`config.mk`:
```
export PLATFORM = sky130hd
export DESIGN_NAME = pyb2r_queue
export DESIGN_NICKNAME = d
export VERILOG_FILES = /design/src/sv/pyb2r_pkg.sv /design/src/sv/pyb2r_queue.sv
export SDC_FILE = /design/constraint.sdc
export NUM_CORES = 1
export LEC_CHECK = 0
export BUFFER_PORTS_ARGS = -buffer_cell sky130_fd_sc_hd__buf_4
export CAP_MARGIN = 40
export CORE_UTILIZATION = 43
export CTS_CLUSTER_DIAMETER = 200
export DETAILED_ROUTE_END_ITERATION = 8
export PLACE_DENSITY = 0.71
export SYNTH_ARGS = -nofsm -noshare
export SYNTH_HDL_FRONTEND = slang
export SYNTH_SLANG_ARGS = --single-unit
```
`constraint.sdc`:
```
create_clock -name i_clk -period 2.33 [get_ports i_clk]
set_input_delay 0.466 -clock i_clk [delete_from_list [all_inputs] [get_ports i_clk]]
set_output_delay 0.466 -clock i_clk [all_outputs]
set_load 0.02 [all_outputs]
```
`src/sv/pyb2r_pkg.sv`:
```
`timescale 1ns / 1ps

package pyb2r_pkg;

    localparam int PIXELS_PER_BLOCK = 64;
    localparam int BYTES_PER_BLOCK  = 3 * PIXELS_PER_BLOCK;
    localparam int POS_W            = $clog2(BYTES_PER_BLOCK);
    localparam int IDX_W            = (PIXELS_PER_BLOCK > 1) ? $clog2(PIXELS_PER_BLOCK) : 1;

    localparam int DATA_W    = 8;
    localparam int PIX_IDX_W = 6;
    localparam int COUNT_W   = 16;

    localparam int Q_DEPTH = 4;
    localparam int Q_PTR_W = 2;
    localparam int Q_CNT_W = 3;

    typedef struct packed {
        logic [DATA_W-1:0]    luma;
        logic [DATA_W-1:0]    chroma_u;
        logic [DATA_W-1:0]    chroma_v;
        logic [PIX_IDX_W-1:0] pixel_index;
        logic                 block_end;
        logic                 run_end;
    } t_task;

    typedef struct packed {
        logic [Q_CNT_W-1:0] level;
    } t_q_stat;

endpackage

```
`src/sv/pyb2r_queue.sv`:
```
`timescale 1ns / 1ps

module pyb2r_queue import pyb2r_pkg::*; (
    input  logic    i_clk,
    input  logic    i_rst_n,
    input  logic    i_push,
    input  t_task   i_push_task,
    input  logic    i_pop,
    output logic    o_valid,
    output t_task   o_task,
    output t_q_stat o_stat
);

    t_task              r_mem [Q_DEPTH];
    logic [Q_PTR_W-1:0] r_wptr;
    logic [Q_PTR_W-1:0] r_rptr;
    logic [Q_CNT_W-1:0] r_cnt;
    logic               w_pop;

    assign o_valid = r_cnt != '0;
    assign o_task  = r_mem[r_rptr];
    assign w_pop   = i_pop && o_valid;
    assign o_stat.level = r_cnt;

    always_ff @(posedge i_clk) begin
        if (!i_rst_n) begin
            r_wptr <= '0;
            r_rptr <= '0;
            r_cnt  <= '0;
        end else begin
            if (i_push) begin
                r_wptr <= r_wptr + Q_PTR_W'(1);
            end
            if (w_pop) begin
                r_rptr <= r_rptr + Q_PTR_W'(1);
            end
            if (i_push && !w_pop) begin
                r_cnt <= r_cnt + Q_CNT_W'(1);
            end else if (!i_push && w_pop) begin
                r_cnt <= r_cnt - Q_CNT_W'(1);
            end
        end
    end

    always_ff @(posedge i_clk) begin
        if (i_push) begin
            r_mem[r_wptr] <= i_push_task;
        end
    end

endmodule

```
==> run summary, run 1 <==
Root Buffer: clkbuf_16
Mapped Avg Cell Area: 24.5 µm²
Final hold vios: 0
Hold path startpoint: i_push_task[17]
Num CTS Buffers: 17
Die X: 111 µm
Die Span Y: 111 µm
Hold depth: 1
Sw frac: 0.252
Routed WL: 8390 µm
Worst R2R Path Depth: 7
DR DRC count: 13
FILL cells: 878
Clk buf depth: 2
Maximum vdd drop: 468 µV
CP Capture Type: primary output
Hold endpoint: r_mem[3][17]$_DFFE_PP_
Reg power frac: 0.393
Clock slew at reported path FFs: 0.06 ns
1st-iter DRT viols: 158
GPL Wtd Cong: 0.630
Port-buffer cells: 71
RR Startpoint: o_stat[1]$_SDFFE_PN0P_
Top cell type's share of synthesized area: 0.750
Crit path kind: flop to primary output
CTS tree: built
Synthesized-area fraction occupied by and/or/nand/nor cells: 0.0159
Area Overhead vs Synth: 27.0%
Area contributors post-synth: edfxtp_1, mux4_2, dfxtp_1, ha_1, buf_12
Io pins: 72
ANT nets after route: 0
Core area: 11500 µm²
Most common cell after layout, fill and taps aside: edfxtp_1
Total die area: 12400 µm²
Max Freq: 450 MHz
Required @ worst endpoint: 1.86 ns
Critical Path Start Type: flop
Outcome: finished with violations
Gate Count Post-Synth: 209
Final Max Tran Viols: 0
Drt pass-1 iters: 6
GR met1 Demand/Resource: 0.185
RR Endpoint: o_stat[2]$_SDFFE_PN0P_
Internal power: 5620 µW
Switching power: 1890 µW
DR vias: 2304
Tmin final: 2.22 ns
Total track usage: 0.151
Pin count of the biggest net entering global routing: 33
Layer with the highest usage: met2
Synth Register Bits: 137
Share of cells above drive strength 1: 0.462
Initial antenna violation count: 0
CP arrival: 1.76 ns
Worst Hold Class: input pin to flop
Synth Area in XOR/XNOR: 0.00854
H-Tree Depth: 4
Reg2reg setup slack: 0.27 ns
Netlist cell types: 20
Syn Nets: 251
Worst-margin pin slew: 0.497 ns
Post-Syn Area: 5130 µm²
DR vias/cell: 5.06
Power density over cell area: 1150 nW/µm²
RSZ-0062 raised after global routing: no
Met2 Usage GRT: 0.234
Worst Hold Margin: 0.252 ns
Complex-gate fraction of the synthesized area: 0.00976
Rel. slew slack: 0.669
Ys Warns: 0
ANT cells: 0
Final worst path period share: 0.953
Adder-Cell Fraction of Synth Area: 0.0161
Core Rows: 39
Clk_skew: 0.00589 ns
Largest family of logic cells by synthesized area: multiplexers
Nets: 341
Sequential cell area fraction in the yosys report: 0.785
Most frequent cells in the layout: edfxtp_1, buf_4, mux4_2
Yosys top cell by area: edfxtp_1
Grt ovf: 0
Leak Pwr: 0.00226 µW
CP max FO: 17
Initial Util: 0.445
TNS Setup: 0 ns
Average routed wire per standard cell: 18.4 µm
First-pass GRT wire length: 13200 µm
DP Wirelength: 5060 µm
Clock network fraction of total power: 0.376
Vias in the first global route: 2463
Mux cell area share after synthesis: 0.146
Met3 Resource Use GR: 0.0629
Max Cap Viol: 0
Latest clock arrival within the worst-skew pair: 0.41 ns
# setup viols final: 0
Part of the power in combinational logic: 0.231
Failing checks: DRC
CTS Sinks: 137
==> flip-flops by register name (all words and copies together), names as in the netlist, named ones only <==
name,cells
r_mem,128
o_stat,3
r_wptr,2
r_rptr,2
==> area by class of cell <==
cell class                 instances  area (µm²)  share of cell area
sequential                       137        4030               0.618
clock inverter                    15         205              0.0315
multi-input combinational         62        1010               0.155
timing repair buffer              78         652               0.100
inverter                           3        11.3             0.00173
clock buffer                      17         425              0.0653
tap                              143         179              0.0275
==> critical path, cell delays in order (launching register included) <==
cell and delay [ns]:
dfxtp_2 0.35, buf_12 0.19, mux4_1 0.61, buf_4 0.19
==> synth_stat cells, drive strengths merged <==
library cell	instances
a21boi	1
and2	9
buf	7
dfxtp	9
edfxtp	128
fa	1
ha	5
inv	3
mux2i	2
mux4	32
nor2b	2
o21ai	1
o311ai	1
o31ai	1
or3	2
xnor2	3
xor2	2
==> worst max path at each step <==
stage	startpoint	endpoint	slack (ns)	depth (start not counted)
CTS	flop	o_task[11]	0.06	3
global route	flop	o_task[11]	0.02	3
detailed placement	o_stat[1]$_SDFFE_PN0P_	o_stat[2]$_SDFFE_PN0P_	0.27	7
global placement	o_stat[1]$_SDFFE_PN0P_	o_stat[2]$_SDFFE_PN0P_	0.35	7
floorplan	o_stat[1]$_SDFFE_PN0P_	o_stat[2]$_SDFFE_PN0P_	0.31	7
finish	flop	o_task[21]	0.11	3
==> metal layers <==
layer  up-vias  part of all wire  routed length (µm)
li1       1059                 -                   -
met1      1168              0.43                3640
met2        65              0.50                4160
met3        12             0.055                 460
met4         0             0.016                 132
met5         -                 0                   0
==> timing repair <==
| item | CTS | global route |
|---|---|---|
| endpoints found under the hold margin | 0 | 0 |
| hold buffers | 0 | 0 |
| setup buffers | 0 | 0 |
| resized for setup | 1 | 0 |
| endpoints found under the setup margin | 8 | 0 |
==> stage by stage <==
stage / total power, µW / instances / setup slack, ns / util / instance area, µm²
after floorplan: 4200 / 209 / 0.311 / - / 5130
after global routing: 7830 / 455 / 0.0194 / 0.565 / 6510
after CTS: 7610 / 455 / 0.0632 / 0.565 / 6510
final: 7510 / 455 / 0.109 / 0.565 / 6510
after global placement: 4750 / 423 / 0.345 / 0.510 / 5880
after detailed placement: 4770 / 423 / 0.267 / 0.510 / 5880
==> power by group through the flow <==
stage	Combinational, µW	Sequential (µW)	Clock, µW
global placement	1750	3000	0
CTS	1780	2960	2880
floorplan	1210	2990	0
detailed placement	1760	3010	0
global route	1850	2970	3010
finish	1730	2960	2820
==> logic make-up (layout without fill, tap and decap cells) <==
kind of cell,after synthesis,after routing
flip-flops,137,137
multiplexers,34,34
adder cells (fa/ha/maj),6,6
buffers and inverters,10,113
AO/OA/AOI/OAI,4,4
XOR/XNOR,5,5
AND/OR/NAND/NOR,13,13
Power figures use the tool's default switching activity.
==> run 2: changes to the inputs <==
--- a/config.mk
+++ b/config.mk
@@ -5,6 +5,7 @@
 export SDC_FILE = /design/constraint.sdc
 export NUM_CORES = 1
 export LEC_CHECK = 0
+export ABC_AREA = 1
 export BUFFER_PORTS_ARGS = -buffer_cell sky130_fd_sc_hd__buf_4
 export CAP_MARGIN = 40
 export CORE_UTILIZATION = 43
==> run 2 against run 1 <==
  * The flow still finishes with violations (DRC)
  * Sequential share of layout area shrank 0.38 points
  * Critical path depth grew 1
  * Critical path type unchanged
  * Sequential power is essentially flat
  * Highest routed layer unchanged
==> run summary, run 2 <==
RR Startpoint: r_wptr[0]$_SDFFE_PN0P_
Fin area: 6550 µm² (+0.65%)
# setup viols final: 0 (unchanged)
Overall Power: 7480 µW (-0.41%)
RSZ-0062 raised after global routing: yes
Most frequent cells in the layout: edfxtp_1, buf_4, nor2_1
Die X: 112 µm (+1.0%)
Critical Path Start Type: flop
Top cell type's share of synthesized area: 0.734 (-0.0154)
Max Freq: 449 MHz (-0.24%)
Reg power frac: 0.394 (about the same)
H-Tree Depth: 4 (unchanged)
Biggest register: r_mem
Pin count of the biggest net entering global routing: 65 (+97%)
Clock slew at reported path FFs: 0.06 ns (about the same)
DR DRC count: 4 (-9)
Rel. slew slack: 0.608 (-0.0609)
Part of the power in combinational logic: 0.240 (+0.009)
Syn Nets: 413 (+65%)
Top post-synthesis cells by count: edfxtp_1, nor2_1, o21ai_0
Switching power: 2180 µW (+15%)
Async set-reset flop share out of synthesis: 0 (unchanged)
Final hold vios: 0 (unchanged)
Crit path kind: flop to primary output
Cell Chain, Critical Path: buf_4, o21ai_0, o22ai_1, buf_4
Final worst path period share: 0.956 (+0.00233)
CTS tree: built
Die Span Y: 112 µm (+1.0%)
Clk buf depth: 2 (unchanged)
Routed WL: 10600 µm (+26%)
Most common cell after layout, fill and taps aside: edfxtp_1
Setup slack after layout: 0.103 ns (-0.00544 ns)
Core area: 11700 µm² (+1.3%)
CTS Hold Buffers Added: 0 (unchanged)
Clk_skew: 0.00362 ns (-0.00228 ns)
Ys flop type: edfxtp_1
Grt ovf: 0 (unchanged)
Most frequent CP cell: buf_4
Setup Buffers After CTS: 0 (unchanged)
Synth Register Bits: 137 (unchanged)
Gate Count Post-Synth: 371 (+78%)
Max FFs per register: 128 (unchanged)
ANT nets after route: 0 (unchanged)
Core Rows: 39 (unchanged)
Required @ worst endpoint: 1.86 ns (about the same)
Sequential cell area fraction in the yosys report: 0.769 (-0.0161)
Delay-heaviest family, CP: flip-flops
Outcome: finished with violations
Latest clock arrival within the worst-skew pair: 0.41 ns (about the same)
Tmin final: 2.23 ns (+0.00544 ns)
Mapped Avg Cell Area: 14.1 µm² (-42%)
1st-iter DRT viols: 171 (+8.2%)
Sw frac: 0.291 (+0.0398)
Ys Warns: 0 (unchanged)
First-pass GRT wire length: 16800 µm (+27%)
Leak Pwr: 0.00237 µW (+4.8%)
DR vias/cell: 5.32 (+5.1%)
Vias in the first global route: 3310 (+34%)
CP Capture Type: primary output
Initial Util: 0.449 (+0.00364)
Crit-path slowest cell: dfxtp_4
CTS Sinks: 137 (unchanged)
Average routed wire per standard cell: 17.4 µm (-5.6%)
Internal power: 5300 µW (-5.7%)
CP max FO: 19 (+2)
Worst-margin pin slew: 0.585 ns (+0.0877 ns)
CP arrival: 1.76 ns (about the same)
Root Buffer: clkbuf_16
Placed cell count: 575 (+36%)
GPL Wtd Cong: 0.725 (+15%)
Worst path max stage delay: 0.53 ns (-0.08 ns)
Nets: 493 (+45%)
Total die area: 12600 µm² (+2.1%)
Final Non-Filler Cells: 606 (+33%)
Fin util: 0.562 (-0.00345)
Total track usage: 0.181 (+0.0301)
CP bufs+invs: 2 (unchanged)
Area contributors post-synth: edfxtp_1, nor2_1, o22ai_1, o21ai_0, dfxtp_1
Number of flops mapped to enable cells by yosys: 128 (unchanged)
Most common cell in the netlist: edfxtp_1
Final Max Tran Viols: 0 (unchanged)
Yosys top cell by area: edfxtp_1
Failing checks: DRC
Port-buffer cells: 71 (unchanged)
Area Overhead vs Synth: 25.2%
Post-DP Area: 5930 µm² (+0.98%)
Worst Hold Class: input pin to flop
Netlist cell types: 19 (-5.0%)
Post-Syn Area: 5240 µm² (+2.1%)
DR vias: 3226 (+40%)
Power density over cell area: 1140 nW/µm² (-1.1%)
Io pins: 72 (unchanged)
Hold path startpoint: i_push_task[17]
DP Worst Slack: 0.454 ns (+0.187 ns)
Max Cap Viol: 0 (unchanged)
Initial antenna violation count: 0 (unchanged)
DP Wirelength: 6210 µm (+23%)
Num CTS Buffers: 17 (unchanged)
Drt pass-1 iters: 7 (+1)
Maximum vdd drop: 584 µV (+25%)
ANT cells: 0 (unchanged)
Share of cells above drive strength 1: 0.238 (-0.224)
Clock network fraction of total power: 0.366 (-0.010)
-- run 2: cell count changes in the layout (fill, tap and decap cells not counted), sizes merged, moves of 9 or more --
cell and change:
o22ai +32, o21ai +66, nand2 +15, and2 -9, mux4 -32, nor2 +70
-- run 2: path summary, 6_finish.rpt --
path	to	slack, ns	cells past startpoint
worst min register to register	flop	0.51	2
worst max-delay path	o_task[27]	0.10	4
worst min-delay path	r_mem[0][17]$_DFFE_PP_	0.25	1
worst max register to register	r_mem[0][2]$_DFFE_PP_	0.51	5
-- run 2: power by group through the flow --
stage	clock network, µW	logic, µW	registers [µW]
6_report	2740	1790	2950
5_1_grt	2890	1950	2960
4_1_cts	2770	1800	2940
3_5_place_dp	0	1790	2990
3_3_place_gp	0	1770	2980
2_1_floorplan	0	1160	2970
-- run 2: through the flow --
| stage | TNS (ns) | hold WS [ns] |
|---|---|---|
| 6_report | 0 | 0.253 |
| 5_1_grt | -0.0101 | 0.237 |
| 4_1_cts | 0 | 0.238 |
| 3_5_place_dp | 0 | 0.506 |
| 3_3_place_gp | 0 | 0.487 |
| 2_1_floorplan | 0 | 0.465 |
-- run 2: per-layer routing --
layer,global-route usage,share of wire
met5,0,0
met4,0.0649,0.0080
met3,0.0589,0.074
met2,0.297,0.50
met1,0.226,0.42
-- run 2: layout make-up --
class	count	area [µm²]
fill	929	5110
timing repair buffer	80	676
multi-input combinational	199	986
sequential	137	4030
inverter	16	76.3
clock inverter	13	179
tap	143	179
clock buffer	18	429
-- run 2: cells by family (layout without fill, tap and decap cells) --
group,count (synthesis),in the layout,share of synthesized area
DFF,137,137,0.769
adders and majority gates,6,6,0.0158
xor gates and xnor gates,1,1,0.00167
and+or+nand+nor,88,88,0.0638
buffers and inverters,35,127,0.0430
AOI/OAI and AO/OA,104,104,0.107
-- run 2: repair_timing --
action	CTS	global route
endpoints found under the setup margin	2	1
endpoints found under the hold margin	0	0
resized for setup	1	2
